## src/sv/pkt_dly.sv

```systemverilog
// ----------------------------------------------------------------------------
// Polynomial kick tracker delay line
// Shift register that keeps side values aligned with the arithmetic stages.
// ----------------------------------------------------------------------------
`default_nettype none

module pkt_dly #(
    parameter int W = 64,
    parameter int N = 1
) (
    input  logic         clk,
    input  logic         rst_n,
    input  logic         en,
    input  logic [W-1:0] din,
    output logic [W-1:0] dout
);

    logic [W-1:0] sh_reg [0:N-1];

    always_ff @(posedge clk or negedge rst_n)
    begin
        if (!rst_n)
        begin
            for (int i = 0; i < N; i++)
            begin
                sh_reg[i] <= '0;
            end
        end
        else if (en)
        begin
            sh_reg[0] <= din;
            for (int i = 1; i < N; i++)
            begin
                sh_reg[i] <= sh_reg[i-1];
            end
        end
    end

    assign dout = sh_reg[N-1];

endmodule

`default_nettype wire

```

## config.mk

```make
export PLATFORM = sky130hd
export DESIGN_NAME = pkt_dly
export DESIGN_NICKNAME = d
export VERILOG_FILES = /design/src/sv/pkt_dly.sv
export SDC_FILE = /design/constraint.sdc
export NUM_CORES = 1
export LEC_CHECK = 0
export BUFFER_PORTS_ARGS = -buffer_cell sky130_fd_sc_hd__buf_2
export CELL_PAD_IN_SITES_DETAIL_PLACEMENT = 1
export CELL_PAD_IN_SITES_GLOBAL_PLACEMENT = 1
export CORE_MARGIN = 5
export CORE_UTILIZATION = 33
export DETAILED_ROUTE_END_ITERATION = 16
export PLACE_DENSITY_LB_ADDON = 0.3
export SLEW_MARGIN = 10
export SYNTH_ARGS = -nofsm -noshare
export SYNTH_HDL_FRONTEND = slang
export SYNTH_SLANG_ARGS = --single-unit
```

## constraint.sdc

```tcl
create_clock -name clk -period 0.8 [get_ports clk]
set_input_delay 0.08 -clock clk [delete_from_list [all_inputs] [get_ports clk]]
set_output_delay 0.08 -clock clk [all_outputs]
set_load 0.02 [all_outputs]
```

==> results.yml, run 1 <==
outcome:
  run_status: "complete, but fails checks"
  failed_checks: "negative setup slack"
critical_path:
  timing.critical_path.required_ps: 720
  crit_fanout: 2
  path_buf_inv: 1
  critical-path-top-delay-family: "flip-flops"
  crit_path_start_kind: "register"
  critical_path.max_stage_delay_ps: 430
  slowest_stage: "dfrtp_2"
  crit_chain: "buf_6"
  cp.arrival_ps: 900
  path_class: "reg2out"
  critPathCaptureType: "output pin"
timing:
  hold_viol_final: 0
  setup_tns_ps: -13210
  fin_ws_ps: -176.7
  fin_worst_skew_ps: 0
  min_period_ps: 976.7
  min_period_over_period: 1.221
  tightestPinTransition_ps: 186.3
  finalMaxSlewViolations: 0
  maxSlewHeadroom: 0.8758
  rsz0062_at_grt: "yes"
  fmax_ghz: 1.024
  setup_viol: 99
grt:
  antenna_found_initial: 2
  overflow: 0
  grt_usage: 0.1896
  grt_pass1_vias: 2578
  gr-usage-met1: 0.1731
  globalRouteMet3Util: 0.05559
  grt_max_degree: 33
  grt_first_pass_wirelength_mm: 14.06
  top_usage_layer: "met2"
  grtUsageMet2: 0.3879
pwr:
  pwr-share-seq: 0.423
  comb_power_share: 0.291
  p_clk_frac: 0.286
  netSwitchingFraction: 0.2702
  vdd_drop_max_uv: 1159
  switching_power_mw: 2.498
  total_power_mw: 9.245
  internal-power_mw: 6.747
  p_leak_nw: 2.440
  powerDensity_nw_per_um2: 1822
placed_design:
  gp_congestion: 0.6986
  place_area_um2: 3523
  place_inst: 367
  dp_hpwl_mm: 5.007
  port-buffer-count: 130
clock_network:
  cts.root.buffer_cell: "clkbuf_8"
  clk_pin_slew_ps: 70
  cts_buffers: 9
  clkSinkCount: 64
  clock_path_buffers: 2
  clock_latency_ps: 330
  h-tree-depth: 3
  cts_tree: "built"
cells_and_area:
  stdcell_area_um2: 5074
  largest_reg_flops: 64
  drive_gt1_frac: 0.8253
  syn2layout_area_growth_pct: 89.40
  final_nets: 435
  final_util: 0.6498
  final_cell_count_no_fill: 476
route:
  wl_mm: 9.337
  vias: 2045
  dr.first_iter.drc_count: 29
  wl_per_cell_um: 19.62
  viasPerCell: 4.296
  drc: 0
  first_pass_iters: 2
  ant_nets: 0
synth:
  ys_top_cells_by_area: "dfrtp_1, mux2_4, buf_12, mux2_2, buf_6"
  synth_area_um2: 2679
  synth_area_per_cell_um2: 19.84
  post-synth-top-area-cell: "dfrtp_1"
  ys_warn_count: 0
  syn-num-nets: 202
  seq_area_frac_synth: 0.5979
  postSynthCellCount: 135
  synth-seq-cells: 64
  yosysUniqueCellTypes: 5
  synth_top_cell_area_share: 0.5979
die:
  fp.dieArea_um2: 10020
  core_area_um2: 7807
  start_util: 0.3431
  die_h_um: 100.1
  num_io_pins: 131
  fp-row-count: 32
  die_w_um: 100.1
min_path:
  hold_class: "in2reg"
flow_run:
  cap_violations: 0
-- kinds of logic (layout without fill, tap and decap cells) --
family                 count (synthesis)  in the layout  synth area share
other                                  0              2                 0
buffers and inverters                  7            244           0.04904
flip-flops                            64             64            0.5979
multiplexers                          64             64            0.3531
-- routing by layer --
layer,vias to the layer above,part of all wire
li1,934,-
met1,1026,0.32
met2,68,0.61
met3,17,0.051
met4,0,0.021
met5,-,0
-- final timing paths --
kind / startpoint / end / slack, ps / cells past startpoint
min in group asynchronous: rst_n / dout[52] / 290 / 3
min: din[0] / dout[0] / 190 / 3
max in group asynchronous: rst_n / dout[54] / 300 / 3
min reg2reg: dout[56] / dout[56] / 530 / 1
max reg2reg: dout[26] / dout[26] / -130 / 2
max: dout[9] / dout[9] / -180 / 1
-- cell usage after synthesis, drive strengths merged --
| master | count |
|---|---|
| buf | 7 |
| dfrtp | 64 |
| mux2 | 64 |
-- power by group through the flow --
stage / Sequential (mW) / Clock (mW) / Combinational, mW
after floorplan: 4.26 / 0 / 0.658
after global placement: 3.84 / 0 / 1.71
after CTS: 3.88 / 2.74 / 2.55
after global routing: 3.95 / 2.90 / 2.83
final: 3.91 / 2.64 / 2.69
after detailed placement: 3.85 / 0 / 1.74
-- through the flow --
stage	setup WS [ps]	hold WS, ps
after floorplan	-22.24	-215.6
after global placement	-82.68	89.93
after detailed placement	-87.34	95.16
after CTS	-193.3	220.6
after global routing	-215.3	219.1
final	-176.7	194.7
-- tightest hold or removal path, stage by stage --
cell and delay (ps):
dlymetal6s4s_1 180, buf_2 110, mux2_2 130
-- placed cells by master (no fill, tap or decap) --
master	Yosys	routed
buf_6	1	89
buf_2	0	65
dfrtp_2	0	64
dlygate4sd3_1	0	64
mux2_4	60	61
clkbuf_8	0	13
buf_4	0	5
buf_12	6	5
mux2_2	4	3
diode_2	0	2
clkinvlp_4	0	1
clkinv_2	0	1
dlymetal6s4s_1	0	1
-- area by class of cell --
| type | count | area [um2] |
|---|---|---|
| fill | 742 | 2734 |
| timing repair buffer | 229 | 2118 |
| sequential | 64 | 1682 |
| multi-input combinational | 64 | 949.7 |
| clock buffer | 13 | 178.9 |
| tap | 102 | 127.6 |
| clock inverter | 2 | 12.51 |
| antenna | 2 | 5.005 |
-- what timing repair did --
item,4_1_cts,5_1_grt
hold buffers,65,0
hold endpoints to repair,128,0
buffers inserted,19,8
gates resized for setup,136,19
endpoints found under the setup margin,65,123
Power figures use the tool's default switching activity.
==> run 2, diff against run 1 <==
- CAP_MARGIN: not set -> 30
- PLACE_DENSITY: not set -> 0.82
- PLACE_DENSITY_LB_ADDON: 0.3 -> not set
==> results.yml, run 2 (synthesized netlist as in run 1, its figures left out) <==
die:
  fp-row-count: 32
  fp.dieArea_um2: 10020
  die_w_um: 100.1
  start_util: 0.3431
  die_h_um: 100.1
  num_io_pins: 131
  core_area_um2: 7807
critical_path:
  r2r_end: "dout[12]"
  path_class: "reg2out"
  worstReg2RegStart: "dout[12]"
  worstSetupEndpoint: "dout[13]"
  ff2ff_path_depth: 2
  cp.arrival_ps: 900
  critical_path_depth: 1
  critPathCaptureType: "output pin"
  r2r_slack_ps: -150
  crit_chain: "buf_6"
  crit_fanout: 2
  critical_path.max_stage_delay_ps: 430
  timing.critical_path.required_ps: 720
  path_buf_inv: 1
  crit_path_start_kind: "register"
  slowest_stage: "dfrtp_2"
  startpoint: "dout[13]"
  critical-path-top-delay-family: "flip-flops"
grt:
  overflow: 0
  grt_usage: 0.1783
  grt_first_pass_wirelength_mm: 13.57
  grt_pass1_vias: 2590
  antenna_found_initial: 0
  grt_max_degree: 32
route:
  vias: 2051
  wl_per_cell_um: 18.74
  ant_nets: 0
  first_pass_iters: 2
  dr.first_iter.drc_count: 31
  wl_mm: 8.937
  drc: 0
  viasPerCell: 4.300
cells_and_area:
  fill_cells: 715
  seqCellArea_um2: 1682
  final_cell_mix: "buf_6, buf_2, dfrtp_2, dlygate4sd3_1, mux2_4"
  final_cell_count_no_fill: 477
  final_nets: 438
  layout_commonest_cell: "buf_6"
  syn2layout_area_growth_pct: 89.68
  largest_reg_flops: 64
  multi_input_area_um2: 945.9
  drive_gt1_frac: 0.8240
  stdcell_area_um2: 5081
  insertedDiodeCount: 0
timing:
  min_period_over_period: 1.228
  hold_slack_ps: 127.5
  rsz0062_at_grt: "yes"
  fin_worst_skew_ps: 0
  min_period_ps: 982.1
  fin_ws_ps: -182.1
  maxSlewHeadroom: 0.8714
  setup_viol: 100
  tightestPinTransition_ps: 192.8
  finalMaxSlewViolations: 0
  hold_viol_final: 0
  fmax_ghz: 1.018
clock_network:
  clock_latency_ps: 330
  cts_buffers: 9
  clock_path_buffers: 2
  cts_tree: "built"
  h-tree-depth: 3
  clkSinkCount: 64
  clk_pin_slew_ps: 70
  cts.root.buffer_cell: "clkbuf_8"
placed_design:
  dp_hpwl_mm: 4.833
  place_ws_ps: -143.5
  port-buffer-count: 130
  place_area_um2: 3511
  place_inst: 367
  gp_congestion: 0.6734
outcome:
  failed_checks: "negative setup slack"
  run_status: "complete, but fails checks"
flow_run:
  cap_violations: 0
min_path:
  hold_class: "in2async"
pwr:
  powerDensity_nw_per_um2: 1831
  vdd_drop_max_uv: 873.4
  p_leak_nw: 2.451
## run 2: cell types whose count changed in the layout (fill, tap and decap cells not counted), moves of 2 or more
cell / before / now
buf_6: 89 / 92
clkbuf_8: 13 / 10
clkinv_2: 1 / 3
diode_2: 2 / 0
## run 2: metrics by stage
| step | total power [mW] | util | TNS [ps] |
|---|---|---|---|
| after floorplan | 4.921 | - | -1388 |
| after global placement | 5.526 | 0.4497 | -4362 |
| after detailed placement | 5.589 | 0.4497 | -5441 |
| after CTS | 9.236 | 0.6409 | -13710 |
| after global routing | 9.708 | 0.6508 | -16080 |
| final | 9.305 | 0.6508 | -13280 |
## run 2: area by class of cell
cell class | instances | area share
Sequential cell | 64 | 0.3310
Clock buffer | 11 | 0.02783
Timing Repair Buffer | 232 | 0.4211
Tap cell | 102 | 0.02512
Multi-Input combinational cell | 64 | 0.1862
Clock inverter | 4 | 0.008865
## run 2: worst min path at each step
stage,start,end,slack (ps),cells after the start
3_5_place_dp,rst_n,dout[12],-90,1
4_1_cts,rst_n,dout[12],90,2
6_report,rst_n,dout[12],130,2
5_1_grt,rst_n,dout[21],120,2
3_3_place_gp,rst_n,dout[21],-90,1
2_1_floorplan,rst_n,dout[0],-220,0
## run 2: power by group
part           total, mW  switching [mW]  leakage [nW]  internal, mW
Clock               2.69            1.19        0.0989          1.49
Sequential          3.91           0.288         0.684          3.62
Combinational       2.71            1.01          1.67          1.70
## run 2: repair_timing
item                                    CTS  global route
buffers inserted                         27             3
endpoints found under the setup margin   64           120
hold endpoints to repair                128             0
gates cloned                              0             0
hold buffers                             65             0
resized for setup                       142            15
## run 2: per-layer routing
metal | GRT usage | part of all wire | vias to the layer above
met3 | 0.03614 | 0.046 | 12
met4 | 0.05907 | 0.013 | 0
met1 | 0.1780 | 0.35 | 1026
met2 | 0.3607 | 0.59 | 74
li1 | - | - | 939
met5 | 0 | 0 | -
==> run 3, diff against run 2 <==
- CORE_UTILIZATION: 33 -> 36
- PLACE_DENSITY: 0.82 -> 0.84
- clock period: 0.8 -> 0.98 ns (I/O delays scaled with it)
==> results.yml, run 3 (synthesized netlist as in run 1, its figures left out) <==
timing:
  tightestPinTransition_ps: 341.5
  maxSlewHeadroom: 0.7724
  rsz0062_at_grt: "yes"
  fin_worst_skew_ps: 0
  min_period_over_period: 0.9937
  hold_viol_final: 0
  setup_viol: 0
  setup_tns_ps: 0
  finalMaxSlewViolations: 0
  min_period_ps: 973.8
  fmax_ghz: 1.027
route:
  vias: 2048
  first_pass_iters: 3
  ant_nets: 0
  wl_per_cell_um: 19.00
  wl_mm: 8.931
  drc: 0
  viasPerCell: 4.357
  dr.first_iter.drc_count: 20
clock_network:
  cts_tree: "built"
  clk_pin_slew_ps: 80
  cts_buffers: 9
  cts.root.buffer_cell: "clkbuf_8"
  clock_latency_ps: 320
  clock_path_buffers: 2
  h-tree-depth: 3
  clkSinkCount: 64
critical_path:
  crit_path_start_kind: "register"
  critPathCaptureType: "output pin"
  cp.arrival_ps: 880
  r2r_end: "dout[62]"
  path_buf_inv: 1
  ff2ff_path_depth: 2
  worstReg2RegStart: "dout[62]"
  slowest_stage: "dfrtp_1"
  crit_fanout: 2
  r2r_slack_ps: 40
  path_class: "reg2out"
  critical_path.max_stage_delay_ps: 410
  critical-path-top-delay-family: "flip-flops"
  timing.critical_path.required_ps: 880
  crit_chain: "buf_6"
pwr:
  vdd_drop_max_uv: 676.2
  p_leak_nw: 2.445
  total_power_mw: 7.480
  powerDensity_nw_per_um2: 1555
die:
  die_w_um: 96.26
  core_area_um2: 7253
  die_h_um: 96.26
  fp.dieArea_um2: 9266
  start_util: 0.3693
  fp-row-count: 31
  num_io_pins: 131
grt:
  grt_pass1_vias: 2305
  antenna_found_initial: 1
  grt_max_degree: 65
  grt_first_pass_wirelength_mm: 11.80
  grt_usage: 0.1717
  overflow: 0
cells_and_area:
  final_util: 0.6633
  largest_reg_flops: 64
  drive_gt1_frac: 0.6811
  seqCellArea_um2: 1602
  multi_input_area_um2: 945.9
  syn2layout_area_growth_pct: 79.59
  final_cell_mix: "buf_2, dfrtp_1, buf_6"
  fill_cells: 690
  layout_commonest_cell: "buf_2"
  final_nets: 433
  final_cell_count_no_fill: 470
min_path:
  min_to: "dout[17]"
  whs_path_depth: 2
  worstHoldStart: "din[17]"
  hold_class: "in2reg"
placed_design:
  gp_congestion: 0.6572
  dp_hpwl_mm: 4.542
  port-buffer-count: 130
  place_inst: 364
outcome:
  run_status: "complete, no violations"
flow_run:
  cap_violations: 0
run 3: layer usage:
metal,vias to the layer above,wire [um],global-route usage
met5,-,0,0
met4,0,193,0.06754
met3,16,490,0.04613
met2,85,5192,0.3226
met1,1018,3054,0.1792
li1,929,-,-
run 3: worst max-delay path by stage:
stage | startpoint | depth (start not counted) | endpoint | slack [ps]
finish | dout[15] | 1 | dout[15] | 6
global route | dout[10] | 1 | dout[10] | -30
floorplan | dout[10] | 1 | dout[10] | 150
CTS | dout[51] | 1 | dout[51] | -10
detailed placement | en | 3 | dout[60] | 0.8
global placement | en | 3 | dout[52] | 20
run 3: through the flow:
step,cell area (um2),worst slack (ps),hold WS (ps)
2_1_floorplan,2679,145.3,-197.6
3_3_place_gp,3415,22.19,135.1
3_5_place_dp,3415,0.8376,144.5
4_1_cts,4507,-10.33,0.3791
5_1_grt,4811,-34.75,-4.017
6_report,4811,6.162,17.20
run 3: timing repair:
action                                  in CTS  in global routing
endpoints found under the setup margin      44                 64
pin swaps                                    0                  0
hold endpoints to repair                   112                  3
resized for setup                           83                 45
hold buffers                                49                  3
setup buffers                               21                 17
run 3: final cells by class:
cell class	instances	share of cell area
antenna	1	0.0005202
multi-input combinational	64	0.1966
clock inverter	3	0.008843
sequential	64	0.3329
timing repair buffer	227	0.4052
tap	99	0.02575
clock buffer	12	0.03017
run 3: where the power goes:
| part | internal [mW] | switching, mW |
|---|---|---|
| logic | 1.31 | 0.821 |
| clock network | 1.23 | 0.979 |
| registers | 2.91 | 0.231 |
| total | 5.45 | 2.03 |
run 3: worst register-to-register path: stages (launching register included):
cell and delay [ps]:
dfrtp_1 410, buf_4 150, mux2_4 270
